`src/rtl/crsc_pkg.sv`:
```
// shared types and constants for the conveyor ramp sorter control
`timescale 1ns / 1ps
`default_nettype none
package crsc_pkg;

  localparam int unsigned DataW = 8;
  localparam int unsigned AddrW = 4;
  localparam int unsigned BusW  = 32;

  localparam logic [DataW-1:0] DutyMaxRst = 8'd255;
  localparam logic [DataW-1:0] RouteARst  = 8'd0;
  localparam logic [DataW-1:0] RouteBRst  = 8'd60;

  // command characters
  localparam logic [7:0] CmdStop  = 8'h45; // E
  localparam logic [7:0] CmdStart = 8'h49; // I
  localparam logic [7:0] CmdBrake = 8'h46; // F
  localparam logic [7:0] CmdRipe  = 8'h4D; // M
  localparam logic [7:0] CmdGreen = 8'h56; // V

  typedef enum logic [1:0] {
    REG_DUTY_MAX = 2'd0,
    REG_ROUTE_A  = 2'd1,
    REG_ROUTE_B  = 2'd2,
    REG_NONE     = 2'd3
  } reg_idx_t;

  typedef enum logic [1:0] {
    OP_CMD   = 2'd0,
    OP_TICK  = 2'd1,
    OP_ESTOP = 2'd2
  } op_t;

  typedef enum logic [1:0] {
    MODE_WAIT  = 2'd0,
    MODE_ACCEL = 2'd1,
    MODE_OPER  = 2'd2,
    MODE_BRAKE = 2'd3
  } mode_t;

  typedef enum logic [3:0] {
    EV_NONE    = 4'd0,
    EV_SWSTOP  = 4'd1,
    EV_HWSTOP  = 4'd2,
    EV_START   = 4'd3,
    EV_BRAKE   = 4'd4,
    EV_RIPE    = 4'd5,
    EV_GREEN   = 4'd6,
    EV_FULL    = 4'd7,
    EV_STOPPED = 4'd8
  } event_t;

  typedef struct packed {
    logic [DataW-1:0] duty_max;
    logic [DataW-1:0] route_a_angle;
    logic [DataW-1:0] route_b_angle;
  } cfg_t;

endpackage
`default_nettype wire

```
`src/rtl/crsc_cfg_regs.sv`:
```
// configuration register file behind the apb-style port
`timescale 1ns / 1ps
`default_nettype none
module crsc_cfg_regs (
  input  wire logic                        clk,
  input  wire logic                        rst_n,
  input  wire logic                        psel,
  input  wire logic                        penable,
  input  wire logic                        pwrite,
  input  wire logic [crsc_pkg::AddrW-1:0]  paddr,
  input  wire logic [crsc_pkg::BusW-1:0]   pwdata,
  output logic      [crsc_pkg::BusW-1:0]   prdata,
  output logic                             pready,
  output crsc_pkg::cfg_t                   cfg
);

  crsc_pkg::cfg_t   cfg_r;
  crsc_pkg::reg_idx_t idx;
  logic             wr_en;

  assign idx    = crsc_pkg::reg_idx_t'(paddr[3:2]);
  assign wr_en  = psel && penable && pwrite;
  assign pready = 1'b1;
  assign cfg    = cfg_r;

  always_ff @(posedge clk) begin
    if (!rst_n) begin
      cfg_r.duty_max      <= crsc_pkg::DutyMaxRst;
      cfg_r.route_a_angle <= crsc_pkg::RouteARst;
      cfg_r.route_b_angle <= crsc_pkg::RouteBRst;
    end else if (wr_en) begin
      unique case (idx)
        crsc_pkg::REG_DUTY_MAX: cfg_r.duty_max      <= pwdata[crsc_pkg::DataW-1:0];
        crsc_pkg::REG_ROUTE_A:  cfg_r.route_a_angle <= pwdata[crsc_pkg::DataW-1:0];
        crsc_pkg::REG_ROUTE_B:  cfg_r.route_b_angle <= pwdata[crsc_pkg::DataW-1:0];
        default: ;
      endcase
    end
  end

  always_comb begin
    prdata = '0;
    unique case (idx)
      crsc_pkg::REG_DUTY_MAX: prdata[crsc_pkg::DataW-1:0] = cfg_r.duty_max;
      crsc_pkg::REG_ROUTE_A:  prdata[crsc_pkg::DataW-1:0] = cfg_r.route_a_angle;
      crsc_pkg::REG_ROUTE_B:  prdata[crsc_pkg::DataW-1:0] = cfg_r.route_b_angle;
      default:                prdata = '0;
    endcase
  end

endmodule
`default_nettype wire

```
`src/rtl/crsc_seq.sv`:
```
// input register, mode/ramp/gate update and result register
`timescale 1ns / 1ps
`default_nettype none
module crsc_seq (
  input  wire logic                        clk,
  input  wire logic                        rst_n,
  input  wire crsc_pkg::cfg_t              cfg,
  input  wire logic                        in_valid,
  output logic                             in_stall,
  input  wire logic [1:0]                  in_op,
  input  wire logic [7:0]                  in_cmd_byte,
  output logic                             out_valid,
  input  wire logic                        out_stall,
  output logic [crsc_pkg::DataW-1:0]       out_motor_duty,
  output logic [crsc_pkg::DataW-1:0]       out_servo_angle,
  output logic [1:0]                       out_mode,
  output logic [3:0]                       out_event_res
);

  // input stage
  logic                       s1_valid_r;
  logic [1:0]                 s1_op_r;
  logic [7:0]                 s1_cmd_r;
  // block state
  crsc_pkg::mode_t            mode_r, mode_nxt;
  logic [crsc_pkg::DataW-1:0] duty_r, duty_nxt;
  logic                       route_b_r, route_b_nxt;
  crsc_pkg::event_t           ev_nxt;
  // result stage
  logic                       o_valid_r;
  logic [crsc_pkg::DataW-1:0] o_duty_r, o_angle_r;
  crsc_pkg::mode_t            o_mode_r;
  crsc_pkg::event_t           o_ev_r;

  logic s1_adv, in_take;

  assign s1_adv   = s1_valid_r && (!o_valid_r || !out_stall);
  assign in_stall = s1_valid_r && !s1_adv;
  assign in_take  = in_valid && !in_stall;

  always_comb begin
    mode_nxt    = mode_r;
    duty_nxt    = duty_r;
    route_b_nxt = route_b_r;
    ev_nxt      = crsc_pkg::EV_NONE;
    case (crsc_pkg::op_t'(s1_op_r))
      crsc_pkg::OP_CMD: begin
        if (s1_cmd_r == crsc_pkg::CmdStop) begin
          mode_nxt    = crsc_pkg::MODE_WAIT;
          duty_nxt    = '0;
          route_b_nxt = 1'b0;
          ev_nxt      = crsc_pkg::EV_SWSTOP;
        end else if (mode_r == crsc_pkg::MODE_WAIT && s1_cmd_r == crsc_pkg::CmdStart) begin
          mode_nxt = crsc_pkg::MODE_ACCEL;
          ev_nxt   = crsc_pkg::EV_START;
        end else if (mode_r == crsc_pkg::MODE_OPER) begin
          if (s1_cmd_r == crsc_pkg::CmdBrake) begin
            mode_nxt = crsc_pkg::MODE_BRAKE;
            ev_nxt   = crsc_pkg::EV_BRAKE;
          end else if (s1_cmd_r == crsc_pkg::CmdRipe && !route_b_r) begin
            route_b_nxt = 1'b1;
            ev_nxt      = crsc_pkg::EV_RIPE;
          end else if (s1_cmd_r == crsc_pkg::CmdGreen && route_b_r) begin
            route_b_nxt = 1'b0;
            ev_nxt      = crsc_pkg::EV_GREEN;
          end
        end
      end
      crsc_pkg::OP_TICK: begin
        if (mode_r == crsc_pkg::MODE_ACCEL) begin
          if (duty_r < cfg.duty_max) begin
            duty_nxt = duty_r + 8'd1;
          end else begin
            // full speed reported one tick after reaching the limit
            mode_nxt = crsc_pkg::MODE_OPER;
            ev_nxt   = crsc_pkg::EV_FULL;
          end
        end else if (mode_r == crsc_pkg::MODE_BRAKE) begin
          if (duty_r != '0) begin
            duty_nxt = duty_r - 8'd1;
          end else begin
            mode_nxt = crsc_pkg::MODE_WAIT;
            ev_nxt   = crsc_pkg::EV_STOPPED;
          end
        end
      end
      crsc_pkg::OP_ESTOP: begin
        mode_nxt    = crsc_pkg::MODE_WAIT;
        duty_nxt    = '0;
        route_b_nxt = 1'b0;
        ev_nxt      = crsc_pkg::EV_HWSTOP;
      end
      default: ;
    endcase
  end

  always_ff @(posedge clk) begin
    if (!rst_n) begin
      s1_valid_r <= 1'b0;
      o_valid_r  <= 1'b0;
      mode_r     <= crsc_pkg::MODE_WAIT;
      duty_r     <= '0;
      route_b_r  <= 1'b0;
    end else begin
      if (in_take) begin
        s1_valid_r <= 1'b1;
      end else if (s1_adv) begin
        s1_valid_r <= 1'b0;
      end
      if (s1_adv) begin
        o_valid_r <= 1'b1;
        mode_r    <= mode_nxt;
        duty_r    <= duty_nxt;
        route_b_r <= route_b_nxt;
      end else if (!out_stall) begin
        o_valid_r <= 1'b0;
      end
    end
  end

  // payload registers
  always_ff @(posedge clk) begin
    if (in_take) begin
      s1_op_r  <= in_op;
      s1_cmd_r <= in_cmd_byte;
    end
    if (s1_adv) begin
      o_duty_r  <= duty_nxt;
      o_angle_r <= route_b_nxt ? cfg.route_b_angle : cfg.route_a_angle;
      o_mode_r  <= mode_nxt;
      o_ev_r    <= ev_nxt;
    end
  end

  assign out_valid       = o_valid_r;
  assign out_motor_duty  = o_duty_r;
  assign out_servo_angle = o_angle_r;
  assign out_mode        = o_mode_r;
  assign out_event_res   = o_ev_r;

endmodule
`default_nettype wire

```
`src/rtl/conveyor_ramp_sorter_control.sv`:
```
// top level of the conveyor ramp sorter control
//
// channel   direction  beat contents
// in_       input      op, cmd_byte
// out_      output     motor_duty, servo_angle, mode, event_res
// apb       config     duty_max @0x0, route_a_angle @0x4, route_b_angle @0x8
//
// one beat in, one beat out; an item passes from in to out through the input register
// and then the result register, and one item is taken every cycle unless in_stall is high
// the mode, duty and route registers update as an item moves into the result register
// out_stall holds the result register; in_stall rises only while both stages are full
// synchronous active-low reset: mode waiting, duty zero, green route, registers to defaults
`timescale 1ns / 1ps
`default_nettype none
module conveyor_ramp_sorter_control (
  input  wire logic                        clk,
  input  wire logic                        rst_n,
  input  wire logic                        in_valid,
  output logic                             in_stall,
  input  wire logic [1:0]                  in_op,
  input  wire logic [7:0]                  in_cmd_byte,
  output logic                             out_valid,
  input  wire logic                        out_stall,
  output logic [7:0]                       out_motor_duty,
  output logic [7:0]                       out_servo_angle,
  output logic [1:0]                       out_mode,
  output logic [3:0]                       out_event_res,
  input  wire logic                        psel,
  input  wire logic                        penable,
  input  wire logic                        pwrite,
  input  wire logic [crsc_pkg::AddrW-1:0]  paddr,
  input  wire logic [crsc_pkg::BusW-1:0]   pwdata,
  output logic      [crsc_pkg::BusW-1:0]   prdata,
  output logic                             pready
);

  crsc_pkg::cfg_t cfg;

  crsc_cfg_regs u_cfg (
    .clk     (clk),
    .rst_n   (rst_n),
    .psel    (psel),
    .penable (penable),
    .pwrite  (pwrite),
    .paddr   (paddr),
    .pwdata  (pwdata),
    .prdata  (prdata),
    .pready  (pready),
    .cfg     (cfg)
  );

  crsc_seq u_seq (
    .clk             (clk),
    .rst_n           (rst_n),
    .cfg             (cfg),
    .in_valid        (in_valid),
    .in_stall        (in_stall),
    .in_op           (in_op),
    .in_cmd_byte     (in_cmd_byte),
    .out_valid       (out_valid),
    .out_stall       (out_stall),
    .out_motor_duty  (out_motor_duty),
    .out_servo_angle (out_servo_angle),
    .out_mode        (out_mode),
    .out_event_res   (out_event_res)
  );

endmodule
`default_nettype wire

```
`config.mk`:
```
export PLATFORM = sky130hd
export DESIGN_NAME = conveyor_ramp_sorter_control
export DESIGN_NICKNAME = d
export VERILOG_FILES = /design/src/rtl/crsc_pkg.sv /design/src/rtl/crsc_cfg_regs.sv /design/src/rtl/crsc_seq.sv /design/src/rtl/conveyor_ramp_sorter_control.sv
export SDC_FILE = /design/constraint.sdc
export NUM_CORES = 1
export LEC_CHECK = 0
export ABC_AREA = 1
export BUFFER_PORTS_ARGS = -buffer_cell sky130_fd_sc_hd__buf_2
export CAP_MARGIN = 15
export CORE_ASPECT_RATIO = 1.5
export CORE_MARGIN = 3
export CORE_UTILIZATION = 53
export DETAILED_ROUTE_END_ITERATION = 12
export HOLD_SLACK_MARGIN = 0.03
export PLACE_DENSITY = 0.8
export SYNTH_ARGS = -nofsm -noshare
export SYNTH_HDL_FRONTEND = slang
export SYNTH_HIERARCHICAL = 1
export SYNTH_SLANG_ARGS = --single-unit
```
`constraint.sdc`:
```
create_clock -name clk -period 2.35 [get_ports clk]
set_input_delay 0.235 -clock clk [delete_from_list [all_inputs] [get_ports clk]]
set_output_delay 0.235 -clock clk [all_outputs]
set_load 0.01 [all_outputs]
```
* Word level (Yosys, flattened, before mapping)
Cells that the tools add are included.
Word-level totals: register bits 69, output and inout port bits 57, word-level logic and storage cells 91
Cells by class: add/sub/neg operators 2, magnitude comparators 1, equal/unequal tests 13, muxes and demuxes 39, reductions and logical operators 22
Operators by type and width (number):
- 8-bit 2-to-1 mux | 6
- 8-bit one-hot mux with 3 select lines | 2
- 8-bit by 7-bit == test with 1-bit output (second input constant) | 5
- 4-bit 2-to-1 mux | 8
- 2-bit 2-to-1 mux | 8
- 4-bit one-hot mux with 3 select lines | 1
- 1-bit 2-to-1 mux | 10
- 8-bit by 1-bit adder with 8-bit output (second input constant) | 1
- 2-bit == test (second input constant) | 4
- 1-bit logical AND | 8
- 8-bit less-than comparator | 1
- 8-bit nonzero test | 1
- 8-bit by 1-bit subtractor with 8-bit output (second input constant) | 1
- 2-bit by 1-bit == test with 1-bit output (second input constant) | 3
- 2-bit zero test | 3
- 3-bit 2-to-1 mux | 2
- 2-bit one-hot mux with 3 select lines | 1
- 2-bit AND reduction | 3
- 1-bit zero test | 5
- 2-bit by 1-bit != test with 1-bit output (second input constant) | 1
- 1-bit one-hot mux with 2 select lines | 1
- 2-bit nonzero test | 1
- 1-bit logical OR | 1

* Depth between registers and ports, before layout
Gate-level depths: netlist of run 1.
word-level depth 10, gate-level depth with buffers 15, mapped depth without buffers 15

* Modules after synthesis
Netlist of run 1, hierarchy kept.
Modules (own cells, without submodules):
- crsc_seq | instances 1, cells each 355, area each 2722.6 sq um, sequential area each 1221.2 sq um
- crsc_cfg_regs | instances 1, cells each 197, area each 1340.0 sq um, sequential area each 480.5 sq um

* Worst setup path after synthesis of run 1
OpenSTA, ideal clock, no wires.
path kind reg2reg, from reg u_seq/duty_r[5] (netlist name), to reg u_seq.o_duty_r (netlist bit u_seq/out_motor_duty[0]), data pin, library setup time 0.251 ns, arrival time 1.437 ns, required time 2.099 ns, path slack 0.662 ns, stages on the path, launching flop included 10, buffers on the path 1, clock period less this slack 1.688 ns, cell sequence dfxtp_1 ha_1 a21oi_1 o21a_1 buf_2 nand3_2 nand3_1 nand2_1 nand2_1 inv_1
Between the ends: word-level cells in the longest chain between the ends 5, elaborated cells between the ends (all ways) 7, classes of those cells order compare: 1; mux: 5; reduce/logical: 1
RTL lines:
- start: declaration | RTL line crsc_seq.sv:26 | logic [crsc_pkg::DataW-1:0] duty_r, duty_nxt;
- start signal: assignment | RTL line crsc_seq.sv:113 | duty_r <= duty_nxt;
- parallel branches: the longest is 3 deep, another holds 8-bit less-than comparator
- 8-bit 2-to-1 mux (*) | RTL line crsc_seq.sv:70 | if (mode_r == crsc_pkg::MODE_ACCEL) begin
- 8-bit one-hot mux with 3 select lines (*) | RTL line crsc_seq.sv:46 | case (crsc_pkg::op_t'(s1_op_r))
- net u_seq.duty_nxt (one bit) | RTL line crsc_seq.sv:26
- end signal: assignment | RTL line crsc_seq.sv:128 | o_duty_r <= duty_nxt;
- end: declaration | RTL line crsc_seq.sv:31 | logic [crsc_pkg::DataW-1:0] o_duty_r, o_angle_r;
Mark *: on every way through the listed nets, which the timed path passes. A chain may end at the register's enable or synchronous reset.

* Final worst setup path of run 1
from reg u_cfg.cfg_r (netlist bit u_cfg/cfg[21]), to reg u_seq.o_duty_r (netlist bit u_seq/out_motor_duty[0]), data pin
Between the ends: word-level cells in the longest chain between the ends 4
RTL lines:
- start: declaration | RTL line crsc_cfg_regs.sv:17 | crsc_pkg::cfg_t cfg_r;
- 8-bit less-than comparator | RTL line crsc_seq.sv:71 | if (duty_r < cfg.duty_max) begin
- 8-bit 2-to-1 mux | RTL line crsc_seq.sv:71
- 8-bit 2-to-1 mux | RTL line crsc_seq.sv:70
- 8-bit one-hot mux with 3 select lines | RTL line crsc_seq.sv:46
- net u_seq.duty_nxt (one bit) | RTL line crsc_seq.sv:26
The timed path passes the listed nets, and every way through them passes these cells.

==> out/metrics.csv, run 1 <==
metric,value,unit
hold_viol,0,
tightest_slew,0.5967,ns
drt_iter0_drc,229,
cts_tree,built,
arrival,2.11,ns
drtAntennaViolNets,0,
worstPathMaxFanout,9,
routed_via_density,5.044,
htree_num_levels,3,
synth_area_leaders,"edfxtp_1 24%, dfxtp_1 18%, nand2_1 16%",
die_h,113.2,µm
place_hpwl,6747,µm
rsz0062_at_grt,false,
period_share,0.8474,
synth_area_leader_cell,edfxtp_1,
critPathTopFamily,compound AO/OA/AOI/OAI gates,
antennaDiodeCount,0,
fin_cells,724,
area_growth,12.90,%
die-area,8774,µm²
ir_worst_vdd,0.0004122,V
synth_cell_types,32,
min_path_cells,1,
start_util,0.5549,
gp_congestion,0.9134,
met3_length,537,µm
die-width,77.49,µm
hold_class,in2reg,
drtPass1Iterations,6,
final_cell_mix,"176 x nand2_1, 69 x nand3_1, 59 x inv_1",
numCtsBuffers,9,
ctsHoldBuffers,8,
track_usage,0.2130,
required,2.47,ns
grt_overflow,0,
first_global_vias,3440,
grt_max_degree,33,
slew_violations,0,
io_buffers,58,
grt_pass1_wl,14890,µm
dp_cells,700,
cp.depth,9,
path_buf_inv,2,
drc,0,
vias,3652,
p_leak,2.346,nW
grt_antenna_before_repair,0,
met2WireLength,4738,µm
routed_wl,8883,µm
synth_cells,552,
critPathMaxStageDelay,0.39,ns
end_kind,register,
synth-seq-area-share,0.4188,
top_layer_used,met4,
cp_cell_sequence,inv_1 -> ha_1 -> a21oi_1 -> o21a_1 -> nand3_2 -> nand3_1 -> nand2_1 -> nand2_1 -> inv_1,
slowest_stage,o21a_1,
rows,38,
clk_pin_slew,0.07,ns
clkLatencyLatePin,0.36,ns
yosysWarnings,6,
cts.repair.resized,0,
nets,682,
path_class,reg2reg,
setup_tns,0,ns
ys_ff_latch,69,
reg2regPathDepth,9,
cts_root_buffer,clkbuf_8,
cts_buffer_depth,2,
cts_sinks,69,
setup_violations,0,
postSynthAreaPerCell,7.360,µm²
nFillCells,671,
synth_area,4063,µm²
skew,0.005761,ns
status,finished clean,
period_needed,1.991,ns
ios,110,
post_cts_buffers,0,
synth_top_area_frac,0.2365,
maxSlewHeadroom,0.6018,
power-per-cell-area,589.2,nW/µm²
wl_met1,3291,µm
core,7322,µm²
final_common_cell,nand2_1,
wire_per_inst,12.27,µm
start_kind,register,
maxCapViolations,0,
drive_gt1_frac,0.1779,
max_freq,502.1,MHz
-- cell type report --
| type | instances | area [µm²] | share of cell area |
|---|---|---|---|
| multi-input cells | 405 | 1928 | 0.4203 |
| well taps | 100 | 125.1 | 0.02728 |
| flip-flops and latches | 69 | 1702 | 0.3710 |
| repair buffers | 70 | 400.4 | 0.08729 |
| inverters | 64 | 240.2 | 0.05237 |
| clock buffers | 10 | 127.6 | 0.02782 |
| clock inverters | 6 | 63.81 | 0.01391 |
-- worst paths after layout --
path,start,end,slack (ns)
hold / removal,in_op[0],u_seq/s1_op_r[0]$_DFFE_PP_,0.06
hold reg to reg,u_cfg/cfg[16]$_SDFFE_PN1P_,u_cfg/cfg[16]$_SDFFE_PN1P_,0.49
setup / recovery,u_cfg/cfg[21]$_SDFFE_PN1P_,u_seq/out_motor_duty[0]$_DFFE_PP_,0.36
setup reg to reg,u_cfg/cfg[21]$_SDFFE_PN1P_,u_seq/out_motor_duty[0]$_DFFE_PP_,0.36
-- through the flow --
step | setup WS [ns] | util | hold WS (ns) | total power (W) | cell area [µm²]
floorplan | 0.6618 | - | 0.3339 | 0.001690 | 4149
global placement | 0.3834 | 0.5894 | 0.4125 | 0.001764 | 4315
detailed placement | 0.3494 | 0.5894 | 0.4131 | 0.001776 | 4315
CTS | 0.3294 | 0.6265 | 0.03067 | 0.002734 | 4587
global route | 0.1153 | 0.6265 | 0.03399 | 0.002842 | 4587
finish | 0.3585 | 0.6265 | 0.05970 | 0.002703 | 4587
-- Yosys cell counts --
library cell / number
nand2_1: 176
nand3_1: 69
inv_1: 59
nor2_1: 46
dfxtp_1: 37
edfxtp_1: 32
buf_4: 27
a21oi_1: 23
ha_1: 10
nor2_2: 9
nand2_2: 8
o21ai_0: 8
nand4_1: 6
buf_6: 5
inv_2: 5
nor2_4: 4
o21ai_1: 4
buf_2: 3
nand2_4: 3
xor2_1: 3
clkbuf_1: 2
conb_1: 2
nand3_2: 2
and3_1: 1
nand3b_1: 1
nor2_8: 1
nor3_2: 1
o211ai_1: 1
o21a_1: 1
o21ai_2: 1
o31ai_1: 1
xnor2_1: 1
-- flip-flops by register name (all words and copies together), names as in the netlist --
| register | cells |
|---|---|
| u_cfg/cfg | 24 |
| u_seq/duty_r | 8 |
| u_seq/mode_r | 2 |
| u_seq/out_event_res | 4 |
| u_seq/out_mode | 2 |
| u_seq/out_motor_duty | 8 |
| u_seq/out_servo_angle | 8 |
| u_seq/out_valid | 1 |
| u_seq/route_b_r | 1 |
| u_seq/s1_cmd_r | 8 |
| u_seq/s1_op_r | 2 |
| u_seq/s1_valid_r | 1 |
-- metal layers --
| metal | vias to the layer above | track usage |
|---|---|---|
| li1 | 1844 | - |
| met1 | 1638 | 0.2232 |
| met2 | 139 | 0.3814 |
| met3 | 31 | 0.04697 |
| met4 | 0 | 0.1330 |
| met5 | - | 0 |
-- power by group --
group	leakage (nW)	switching [W]	internal [W]
combinational	1.64	0.000269	0.000140
sequential	0.614	0.0000380	0.00132
clock	0.0939	0.000452	0.000488
-- logic make-up (layout without fill, tap and decap cells) --
group	Yosys count	in the layout	share of synthesized area
adder cells (fa/ha/maj)	10	10	0.03080
other	2	25	0.001849
flip-flops	69	69	0.4188
buffers and inverters	101	150	0.1284
AO/OA/AOI/OAI	39	39	0.05082
XOR/XNOR	4	4	0.008625
AND/OR/NAND/NOR	327	327	0.3606
(Power assumes the default switching activity.)
==> inputs of run 2 (changes only) <==
--- a/config.mk
+++ b/config.mk
@@ -10,10 +10,10 @@
 export CAP_MARGIN = 15
 export CORE_ASPECT_RATIO = 1.5
 export CORE_MARGIN = 3
-export CORE_UTILIZATION = 53
+export CORE_UTILIZATION = 48
 export DETAILED_ROUTE_END_ITERATION = 12
 export HOLD_SLACK_MARGIN = 0.03
-export PLACE_DENSITY = 0.8
+export PLACE_DENSITY = 0.77
 export SYNTH_ARGS = -nofsm -noshare
 export SYNTH_HDL_FRONTEND = slang
 export SYNTH_HIERARCHICAL = 1
==> constraint.sdc (replaced) <==
create_clock -name clk -period 1.8 [get_ports clk]
set_input_delay 0.18 -clock clk [delete_from_list [all_inputs] [get_ports clk]]
set_output_delay 0.18 -clock clk [all_outputs]
set_load 0.01 [all_outputs]
==> out/metrics.csv, run 2 (synthesis results as in run 1) <==
metric,value,unit
switchingPower,0.001102,W
antennaDiodeCount,0,
nets,699,
start_util,0.5011,
routed_wl,10190,µm
drtPass1Iterations,5,
period_needed,1.755,ns
holdWs,0.07772,ns
reg2reg_from,u_cfg/cfg[23]$_SDFFE_PN1P_,
required,2.03,ns
power_frac_seq,0.421,
track_usage,0.2131,
ir_worst_vdd,0.0005318,V
clk_pin_slew,0.05,ns
arrival,1.98,ns
setup_violations,0,
wire_per_inst,13.65,µm
hold_class,in2reg,
maxCapViolations,0,
cts_sinks,69,
skew,0.006639,ns
cts_buffer_depth,2,
register_area,1713,µm²
period_share,0.9748,
gp_congestion,0.8513,
end_kind,register,
pwr-share-comb,0.146,
status,finished clean,
vias,3859,
drt_iter0_drc,411,
htree_num_levels,3,
area_growth,24.08,%
cts_tree,built,
grt_overflow,0,
die-area,9626,µm²
grt_antenna_before_repair,0,
die_h,118.7,µm
internal-power,0.003092,W
core,8108,µm²
worstPathMaxFanout,7,
cp-startpoint,u_cfg/cfg[23]$_SDFFE_PN1P_,
max_freq,569.9,MHz
switching_share,0.2628,
start_kind,register,
final_common_cell,nand2_1,
die-width,81.12,µm
power-per-cell-area,832.0,nW/µm²
first_global_vias,3600,
cts_root_buffer,clkbuf_16,
grt_max_degree,31,
slew_violations,0,
multi_input_area,2078,µm²
ios,110,
largest_reg_flops,24,
final_cell_mix,"167 x nand2_1, 67 x nand3_1, 58 x buf_2",
drtAntennaViolNets,0,
pwr-share-clk,0.432,
nFillCells,687,
routed_via_density,5.173,
drc,0,
io_buffers,58,
rows,40,
finalPower,0.004194,W
grt_pass1_wl,15870,µm
place_hpwl,6926,µm
min_from,pwdata[1],
hold_viol,0,
rsz0062_at_grt,true,
clkLatencyLatePin,0.34,ns
drive_gt1_frac,0.2512,
p_leak,2.523,nW
path_class,reg2reg,
numCtsBuffers,9,
[run 2: changes by cell type in the layout (fill, tap and decap cells not counted), sizes merged]
cell | before | now
clkbuf | 10 | 12
dlygate4sd3 | 8 | 10
nand2 | 187 | 188
clkinv | 4 | 3
inv | 64 | 65
clkinvlp | 1 | 0
buf | 62 | 75
[run 2: path summary, 6_finish.rpt]
kind                            depth (start not counted)  slack, ns                      endpoint
worst max-delay path                                   13       0.05  u_seq/duty_r[2]$_SDFFE_PN0P_
worst min-delay path                                    3       0.08    u_cfg/cfg[17]$_SDFFE_PN1P_
worst max register to register                         13       0.05  u_seq/duty_r[2]$_SDFFE_PN0P_
worst min register to register                          2       0.47    u_cfg/cfg[19]$_SDFFE_PN1P_
[run 2: routing by layer]
layer | GRT usage | routed length, µm | vias up
met5 | 0 | 0 | -
met3 | 0.05488 | 712 | 49
met2 | 0.3596 | 5270 | 195
met1 | 0.2218 | 3717 | 1731
li1 | - | - | 1884
met4 | 0.1512 | 485 | 0
[run 2: power by group through the flow]
stage          clock network (W)  registers, W  logic, W
2_1_floorplan                  0       0.00180  0.000402
3_3_place_gp                   0       0.00179  0.000545
3_5_place_dp                   0       0.00179  0.000556
4_1_cts                  0.00184       0.00176  0.000579
5_1_grt                  0.00191       0.00177  0.000686
6_report                 0.00181       0.00177  0.000613
[run 2: layout make-up]
class	instances	area share
multi-input cells	406	0.4123
flip-flops and latches	69	0.3398
repair buffers	86	0.1127
clock buffers	11	0.05014
inverters	64	0.04765
well taps	105	0.02606
clock inverters	5	0.01142
[run 2: repair_timing]
item,in CTS,in global routing
hold endpoints to repair,10,0
hold buffers,10,0
endpoints found under the setup margin,0,30
buffers inserted,0,0
gates resized for setup,0,39
[run 2: worst max-delay path: stages, from the launching register on]
cell	delay, ns
dfxtp_2	0.32
inv_1	0.06
ha_4	0.27
nand2_2	0.08
o21a_4	0.22
buf_12	0.14
nand2_8	0.08
nand2_4	0.05
nand2_2	0.07
nand2_1	0.05
nand2_1	0.07
nand3_1	0.09
nand2_1	0.09
inv_1	0.05
[run 2: through the flow]
stage	setup TNS (ns)	setup slack [ns]	util	cell area, µm²	instances
after floorplan	0	0.1118	-	4149	575
after global placement	0	0.01504	0.5481	4444	718
after detailed placement	0	0.02269	0.5481	4444	718
after CTS	0	0.002957	0.5988	4855	744
after global routing	-0.4620	-0.06607	0.6218	5041	746
final	0	0.04533	0.6218	5041	746
